===== src/design/lu8_pkg.sv =====
// shared types and codes for the line utf-8 prevalidator
// no dependencies; used by lu8_utf8_step and line_utf8_prevalidator_unit
package lu8_pkg;

    // result codes
    typedef enum logic [2:0] {
        VERDICT_PASS     = 3'd0,
        VERDICT_EMPTY    = 3'd1,
        VERDICT_TOO_LONG = 3'd2,
        VERDICT_HAS_NUL  = 3'd3,
        VERDICT_BAD_UTF8 = 3'd4
    } verdict_t;

    // allowed range of the byte after a lead byte
    typedef enum logic [2:0] {
        RULE_NONE  = 3'd0,   // 80..bf
        RULE_A0_BF = 3'd1,   // after e0
        RULE_80_9F = 3'd2,   // after ed
        RULE_90_BF = 3'd3,   // after f0
        RULE_80_8F = 3'd4    // after f4
    } rule_t;

    typedef struct packed {
        logic [1:0] cont_left;
        rule_t      rule;
    } dec_state_t;

    localparam int unsigned LEN_W          = 16;
    localparam logic [LEN_W-1:0] LEN_MAX   = 16'hFFFF;
    localparam logic [LEN_W-1:0] MAX_LEN_RESET = 16'd1024;

    localparam logic [7:0] B_ASCII_MAX = 8'h7F;
    localparam logic [7:0] B_CONT_MIN  = 8'h80;
    localparam logic [7:0] B_CONT_MAX  = 8'hBF;
    localparam logic [7:0] B_2LEAD_MIN = 8'hC2;
    localparam logic [7:0] B_2LEAD_MAX = 8'hDF;
    localparam logic [7:0] B_3LEAD_MIN = 8'hE0;
    localparam logic [7:0] B_3LEAD_MAX = 8'hEF;
    localparam logic [7:0] B_SURR_LEAD = 8'hED;
    localparam logic [7:0] B_4LEAD_MIN = 8'hF0;
    localparam logic [7:0] B_4LEAD_MAX = 8'hF4;
    localparam logic [7:0] B_A0        = 8'hA0;
    localparam logic [7:0] B_9F        = 8'h9F;
    localparam logic [7:0] B_90        = 8'h90;
    localparam logic [7:0] B_8F        = 8'h8F;

endpackage


===== src/design/lu8_utf8_step.sv =====
// one byte step of the strict utf-8 decoder (no overlongs, surrogates or > u+10ffff)
// depends on lu8_pkg
module lu8_utf8_step (
    input  logic [7:0]          data_byte,
    input  lu8_pkg::dec_state_t state_cur,
    output lu8_pkg::dec_state_t state_nxt,
    output logic                byte_bad
);
    import lu8_pkg::*;

    logic cont_ok;

    always_comb begin
        case (state_cur.rule)
            RULE_A0_BF: cont_ok = (data_byte >= B_A0) && (data_byte <= B_CONT_MAX);
            RULE_80_9F: cont_ok = (data_byte >= B_CONT_MIN) && (data_byte <= B_9F);
            RULE_90_BF: cont_ok = (data_byte >= B_90) && (data_byte <= B_CONT_MAX);
            RULE_80_8F: cont_ok = (data_byte >= B_CONT_MIN) && (data_byte <= B_8F);
            default:    cont_ok = (data_byte >= B_CONT_MIN) && (data_byte <= B_CONT_MAX);
        endcase
    end

    always_comb begin
        state_nxt = state_cur;
        byte_bad  = 1'b0;
        if (state_cur.cont_left != 2'd0) begin
            state_nxt.rule = RULE_NONE;
            if (cont_ok) begin
                state_nxt.cont_left = state_cur.cont_left - 2'd1;
            end else begin
                state_nxt.cont_left = 2'd0;
                byte_bad            = 1'b1;
            end
        end else if (data_byte <= B_ASCII_MAX) begin
            state_nxt = state_cur;
        end else if ((data_byte >= B_2LEAD_MIN) && (data_byte <= B_2LEAD_MAX)) begin
            state_nxt.cont_left = 2'd1;
            state_nxt.rule      = RULE_NONE;
        end else if ((data_byte >= B_3LEAD_MIN) && (data_byte <= B_3LEAD_MAX)) begin
            state_nxt.cont_left = 2'd2;
            state_nxt.rule      = (data_byte == B_3LEAD_MIN)  ? RULE_A0_BF :
                                  (data_byte == B_SURR_LEAD) ? RULE_80_9F : RULE_NONE;
        end else if ((data_byte >= B_4LEAD_MIN) && (data_byte <= B_4LEAD_MAX)) begin
            state_nxt.cont_left = 2'd3;
            state_nxt.rule      = (data_byte == B_4LEAD_MIN) ? RULE_90_BF :
                                  (data_byte == B_4LEAD_MAX) ? RULE_80_8F : RULE_NONE;
        end else begin
            // stray continuation or forbidden lead byte
            byte_bad = 1'b1;
        end
    end

endmodule


===== src/design/line_utf8_prevalidator_unit.sv =====
// top level of the line utf-8 prevalidator: input register, line state, result register
// depends on lu8_pkg and lu8_utf8_step

// Screens a received text line one byte per item and gives one result item at
// the end of each line. A byte item carries the byte in s_tdata and s_tlast on
// the final byte; an item with s_tuser set ends an empty line (its byte and
// tlast are ignored, and any partly received line is dropped). The result
// carries a verdict (pass, empty, too long, contains nul, invalid utf-8, in
// that precedence: empty first, then too long, nul, encoding) and the byte
// count of the line, which saturates at 65535. The utf-8 check is strict:
// overlong forms, surrogates, code points above u+10ffff, stray continuation
// bytes and a sequence cut short by the end of the line are all invalid.
// Rate: one item per cycle while no line-end item is held back; an item is
// registered on entry in the input register, and when it advances its line
// state update and result are registered, the result into the result
// register that drives m_*. Only a full result register holds back a line-end
// item, and through it the input.
// max_line_length is written on cfg_* (always ready), by the user only while no
// line is in progress (the block does not enforce this); it resets to 1024.
module line_utf8_prevalidator_unit (
    input  logic                      aclk,
    input  logic                      aresetn,
    // item input
    input  logic                      s_tvalid,
    output logic                      s_tready,
    input  logic [7:0]                s_tdata,   // [7:0] data_byte
    input  logic                      s_tlast,   // last_byte
    input  logic                      s_tuser,   // empty_line
    // result output
    output logic                      m_tvalid,
    input  logic                      m_tready,
    output logic [23:0]               m_tdata,   // [2:0] verdict, [18:3] line_length, rest 0
    // configuration: max_line_length
    input  logic                      cfg_valid,
    output logic                      cfg_ready,
    input  logic [lu8_pkg::LEN_W-1:0] cfg_data
);
    import lu8_pkg::*;

    // configuration register
    logic [LEN_W-1:0] max_len_reg;

    // input register
    logic       in_valid_reg;
    logic [7:0] in_byte_reg;
    logic       in_last_reg;
    logic       in_empty_reg;

    // line state
    logic [LEN_W-1:0] byte_count_reg, byte_count_next;
    dec_state_t       dec_reg, dec_next;
    logic             nul_seen_reg, nul_seen_next;
    logic             bad_reg, bad_next;

    // result register
    logic             out_valid_reg;
    verdict_t         out_verdict_reg, out_verdict_next;
    logic [LEN_W-1:0] out_len_reg, out_len_next;

    // step signals
    dec_state_t       dec_step;
    logic             step_bad;
    logic [LEN_W-1:0] count_inc;
    logic             bad_final;
    logic             has_result;
    logic             out_free;
    logic             advance;

    assign cfg_ready = 1'b1;

    always_ff @(posedge aclk) begin
        if (!aresetn) begin
            max_len_reg <= MAX_LEN_RESET;
        end else if (cfg_valid) begin
            max_len_reg <= cfg_data;
        end
    end

    lu8_utf8_step u_step (
        .data_byte (in_byte_reg),
        .state_cur (dec_reg),
        .state_nxt (dec_step),
        .byte_bad  (step_bad)
    );

    // the registered item leaves when it makes no result or the result slot is free
    assign has_result = in_empty_reg || in_last_reg;
    assign out_free   = !out_valid_reg || m_tready;
    assign advance    = in_valid_reg && (!has_result || out_free);
    assign s_tready   = !in_valid_reg || advance;

    always_ff @(posedge aclk) begin
        if (!aresetn) begin
            in_valid_reg <= 1'b0;
        end else if (s_tready) begin
            in_valid_reg <= s_tvalid;
        end
    end

    always_ff @(posedge aclk) begin
        if (s_tready && s_tvalid) begin
            in_byte_reg  <= s_tdata;
            in_last_reg  <= s_tlast;
            in_empty_reg <= s_tuser;
        end
    end

    assign count_inc = (byte_count_reg == LEN_MAX) ? LEN_MAX : byte_count_reg + 16'd1;
    // a sequence still open at the line end counts as an error
    assign bad_final = bad_reg || step_bad || (dec_step.cont_left != 2'd0);

    always_comb begin
        byte_count_next  = byte_count_reg;
        dec_next         = dec_reg;
        nul_seen_next    = nul_seen_reg;
        bad_next         = bad_reg;
        out_verdict_next = out_verdict_reg;
        out_len_next     = out_len_reg;
        if (advance) begin
            if (in_empty_reg) begin
                byte_count_next  = '0;
                dec_next         = '{cont_left: 2'd0, rule: RULE_NONE};
                nul_seen_next    = 1'b0;
                bad_next         = 1'b0;
                out_verdict_next = VERDICT_EMPTY;
                out_len_next     = '0;
            end else if (in_last_reg) begin
                if (count_inc > max_len_reg) begin
                    out_verdict_next = VERDICT_TOO_LONG;
                end else if (nul_seen_reg || (in_byte_reg == 8'h00)) begin
                    out_verdict_next = VERDICT_HAS_NUL;
                end else if (bad_final) begin
                    out_verdict_next = VERDICT_BAD_UTF8;
                end else begin
                    out_verdict_next = VERDICT_PASS;
                end
                out_len_next    = count_inc;
                byte_count_next = '0;
                dec_next        = '{cont_left: 2'd0, rule: RULE_NONE};
                nul_seen_next   = 1'b0;
                bad_next        = 1'b0;
            end else begin
                byte_count_next = count_inc;
                dec_next        = dec_step;
                nul_seen_next   = nul_seen_reg || (in_byte_reg == 8'h00);
                bad_next        = bad_reg || step_bad;
            end
        end
    end

    always_ff @(posedge aclk) begin
        if (!aresetn) begin
            byte_count_reg <= '0;
            dec_reg        <= '{cont_left: 2'd0, rule: RULE_NONE};
            nul_seen_reg   <= 1'b0;
            bad_reg        <= 1'b0;
            out_valid_reg  <= 1'b0;
        end else begin
            byte_count_reg <= byte_count_next;
            dec_reg        <= dec_next;
            nul_seen_reg   <= nul_seen_next;
            bad_reg        <= bad_next;
            if (advance && has_result) begin
                out_valid_reg <= 1'b1;
            end else if (m_tready) begin
                out_valid_reg <= 1'b0;
            end
        end
    end

    always_ff @(posedge aclk) begin
        out_verdict_reg <= out_verdict_next;
        out_len_reg     <= out_len_next;
    end

    assign m_tvalid = out_valid_reg;
    assign m_tdata  = {5'd0, out_len_reg, out_verdict_reg};

`ifndef SYNTHESIS
    // a second-byte rule only exists right after a three or four byte lead
    a_rule_needs_open_seq: assert property (@(posedge aclk) disable iff (!aresetn)
        (dec_reg.rule != RULE_NONE) |-> (dec_reg.cont_left == 2'd2 || dec_reg.cont_left == 2'd3))
        else $error("second-byte rule set without open multi-byte sequence");

    // an empty-line result always reports zero length
    a_empty_len_zero: assert property (@(posedge aclk) disable iff (!aresetn)
        (out_valid_reg && out_verdict_reg == VERDICT_EMPTY) |-> (out_len_reg == '0))
        else $error("empty verdict with nonzero length");

    // a passing line is never empty and never over the limit
    a_pass_in_range: assert property (@(posedge aclk) disable iff (!aresetn)
        (out_valid_reg && out_verdict_reg == VERDICT_PASS)
            |-> (out_len_reg != '0 && out_len_reg <= max_len_reg))
        else $error("pass verdict on a line outside the length limit");

    // input only stalls behind a held line-end item
    a_stall_cause: assert property (@(posedge aclk) disable iff (!aresetn)
        !s_tready |-> (in_valid_reg && has_result && out_valid_reg && !m_tready))
        else $error("input stalled without a blocked result");

    // a result that is taken while a line end advances is replaced, not lost
    a_result_refill: assert property (@(posedge aclk) disable iff (!aresetn)
        (advance && has_result) |=> out_valid_reg)
        else $error("line-end item left without producing a result");
`endif

endmodule

===== config.mk =====
export PLATFORM = sky130hd
export DESIGN_NAME = line_utf8_prevalidator_unit
export DESIGN_NICKNAME = d
export VERILOG_FILES = /design/src/design/lu8_pkg.sv /design/src/design/lu8_utf8_step.sv /design/src/design/line_utf8_prevalidator_unit.sv
export SDC_FILE = /design/constraint.sdc
export NUM_CORES = 1
export LEC_CHECK = 0
export BUFFER_PORTS_ARGS = -buffer_cell sky130_fd_sc_hd__buf_2
export CAP_MARGIN = 25
export CORE_MARGIN = 2
export CORE_UTILIZATION = 56
export DETAILED_ROUTE_END_ITERATION = 6
export PLACE_DENSITY = 0.79
export SETUP_SLACK_MARGIN = 0.3
export SLEW_MARGIN = 10
export SYNTH_ARGS = -nofsm -noshare
export SYNTH_HDL_FRONTEND = slang
export SYNTH_SLANG_ARGS = --single-unit

===== constraint.sdc =====
create_clock -name aclk -period 4.4 [get_ports aclk]
set_input_delay 0.44 -clock aclk [delete_from_list [all_inputs] [get_ports aclk]]
set_output_delay 0.44 -clock aclk [all_outputs]
set_load 0.03 [all_outputs]

==> flow_summary.toml <==
[status]
status = "finished, final reports clean"

[pwr]
power_density_relative_to_cell_area_nw_per_um2 = 350
internal-power_mw = 1.10
switchingPower_mw = 0.332
power.leakage_nw = 1.82
power_frac_clock_pct = 41.9
power_switching_share_pct = 23.2
share_comb_of_total_power_pct = 8.1
power.share.sequential_pct = 50.0
peakVddDrop_mv = 0.296

[clocking]
clock_sinks = 70
cts-root-buf = "sky130_fd_sc_hd__clkbuf_8"
cts_buffers = 9
postCtsResizedCells = 0
clock_tree.htree_level_count = 3
clk_latency_ns = 0.35
cts_max_path_buffers = 2
cts_hold_buffers = 0
cts_setup_buffers = 0
cts_tree = "done"
cts.clk_slew.worst_paths_ns = 0.08

[logic_synthesis]
synth_enable_flop_cells = 29
synth_cell_types = 53
most_instantiated_flip_flop_cell_in_the_synthesis_netlist = "sky130_fd_sc_hd__dfxtp_1"
synth_top_area_share_pct = 24.3
proportion_of_register_bits_with_asynchronous_set_or_reset_after_synthesis_pct = 0
postSynthAreaPerCell_um2 = 9.54
post-synth-top-count-cell = "sky130_fd_sc_hd__dfxtp_1"
synth_seq_cells = 70
synth.yosys.seq_area_share_pct = 47.3
synthCells = 375
synth_area_um2 = 3580
synth_area_leaders = "sky130_fd_sc_hd__edfxtp_1 24%, sky130_fd_sc_hd__dfxtp_1 23%, sky130_fd_sc_hd__ha_1 6.3%"
ys_warn_count = 0
synth_top_cell_by_area = "sky130_fd_sc_hd__edfxtp_1"
synth_top_cells_by_count = "41 x sky130_fd_sc_hd__dfxtp_1, 36 x sky130_fd_sc_hd__nand2_1, 31 x sky130_fd_sc_hd__nor2_1"

[sta]
final-setup-viol-count = 0
portion_of_the_clock_cycle_consumed_by_the_worst_path_in_the_final_layout_pct = 76.8
finalWorstPathRequiredPeriod_ns = 3.38
whs_ns = 0.268
slew_violations = 0
timing.slew.headroom_pct = 39.8
fin_skew_ns = 0.0111
fmax_ghz = 0.296
rsz0062_at_grt = "false"
fin_setup_tns_ns = 0
actual_slew_at_the_worst_max_slew_pin_ns = 0.899
finalHoldViolCount = 0

[grt]
first_global_vias = 2729
antenna_found_initial = 0
grt_start_max_net_pins = 25
grt_overflow = 0
grt_pass1_wl_um = 12900
globalRouteTotalUtil_pct = 23.1

[placement]
io_buf_count = 51
dp_hpwl_um = 5550
placedInstanceArea_um2 = 3830
routability_driven_placement_congestion_ratio = 0.977
post-place-cells = 485

[die]
dieArea_um2 = 7050
coreArea_um2 = 6280
dieWidth_um = 83.9
die_h_um = 83.9
boundaryPins = 58
row_count = 29
start_util_pct = 57.0

[setup_path]
critPathArrivalTime_ns = 3.53
timing.critical_path.from_type = "flip-flop"
critical_path_required_ns = 4.55
timing.setup.critical_path_class = "reg -> reg"
path_max_fanout = 8
critPathCaptureType = "flip-flop"

[drt]
route.antenna.remaining_nets = 0
routed_wl_um = 7670
total_drc_errors_in_the_routed_layout = 0
viasPerCell = 5.77
routed_wire_length_per_instance_um = 15.3
num_vias = 2889
first_iter_violations = 246
first_pass_iters = 4

[final_layout]
antenna_cells_inserted = 0
fin_nets = 468
nFillCells = 491
final_core_utilization_pct = 65.1
stdcell_area_um2 = 4080
final_cell_count_no_fill = 501
area_added_between_synthesis_and_finish_pct = 14.1
layout-drive-gt1-share_pct = 17.2

[flow_run]
cap_violations = 0

[worst_hold_path]
min-delay-path-class = "in -> reg"
path summary, 6_finish.rpt:
kind	from	end	slack [ns]	cells after the start
max reg2reg	byte_count_reg[0]	out_verdict_reg[2]	1.02	11
min	s_tdata[3]	in_byte_reg[3]	0.27	1
max	byte_count_reg[0]	out_verdict_reg[2]	1.02	11
min reg2reg	dec_reg[4]	dec_reg[4]	0.47	2
cell type report:
type	count	area (um^2)	area share, %
Clock buffer	14	238	5.82
Clock inverter	2	11.3	0.276
Inverter	24	90.1	2.21
Multi-Input combinational cell	262	1690	41.5
Sequential cell	70	1690	41.4
Tap cell	77	96.3	2.36
Timing Repair Buffer	52	263	6.43
cell families after synthesis:
family / synth area share [%]
buffers and inverters: 5.80
AO/OA/AOI/OAI: 16.9
other: 0.210
AND/OR/NAND/NOR: 16.5
adder cells (fa/ha/maj): 6.29
flip-flops: 47.3
multiplexers: 4.79
XOR/XNOR: 2.20
worst max-delay path: stages, from the launching register on:
cell and delay [ns]:
sky130_fd_sc_hd__dfxtp_1 0.38, sky130_fd_sc_hd__ha_1 0.33, sky130_fd_sc_hd__and3_1 0.32, sky130_fd_sc_hd__nand3_1 0.12, sky130_fd_sc_hd__mux2i_1 0.31, sky130_fd_sc_hd__inv_1 0.10, sky130_fd_sc_hd__ha_1 0.19, sky130_fd_sc_hd__a21o_1 0.17
sky130_fd_sc_hd__a21o_1 0.16, sky130_fd_sc_hd__a2111o_1 0.42, sky130_fd_sc_hd__o31a_1 0.32, sky130_fd_sc_hd__a2111oi_2 0.34
layout by cell type (no fill, tap or decap), drive strengths merged, types with 16 or more instances in the layout:
| cell type | n |
|---|---|
| a21oi | 28 |
| mux2i | 16 |
| nand2 | 36 |
| edfxtp | 29 |
| dfxtp | 41 |
| buf | 52 |
| ha | 18 |
| o21ai | 22 |
| inv | 25 |
| nor2 | 31 |
routing by layer:
layer | global-route usage, % | wire length (um) | share of wire [%] | vias to the layer above
met2 | 35.9 | 3490 | 46 | 124
met1 | 30.6 | 3380 | 44 | 1314
met4 | 11.6 | 251 | 3.3 | 0
met5 | 0 | 0 | 0 | -
met3 | 4.85 | 541 | 7.1 | 26
li1 | - | - | - | 1425
stage by stage:
stage,power (mW),worst slack [ns]
6_report,1.43,1.02
5_1_grt,1.48,0.758
4_1_cts,1.44,1.03
3_5_place_dp,0.843,1.06
3_3_place_gp,0.840,1.18
2_1_floorplan,0.810,1.15
power groups by stage:
stage	Combinational, mW	Sequential, mW	Clock [mW]
after global placement	0.113	0.727	0
after detailed placement	0.115	0.728	0
after CTS	0.116	0.714	0.609
final	0.115	0.714	0.599
after global routing	0.128	0.717	0.640
after floorplan	0.0781	0.732	0
(Power assumes the default switching activity.)
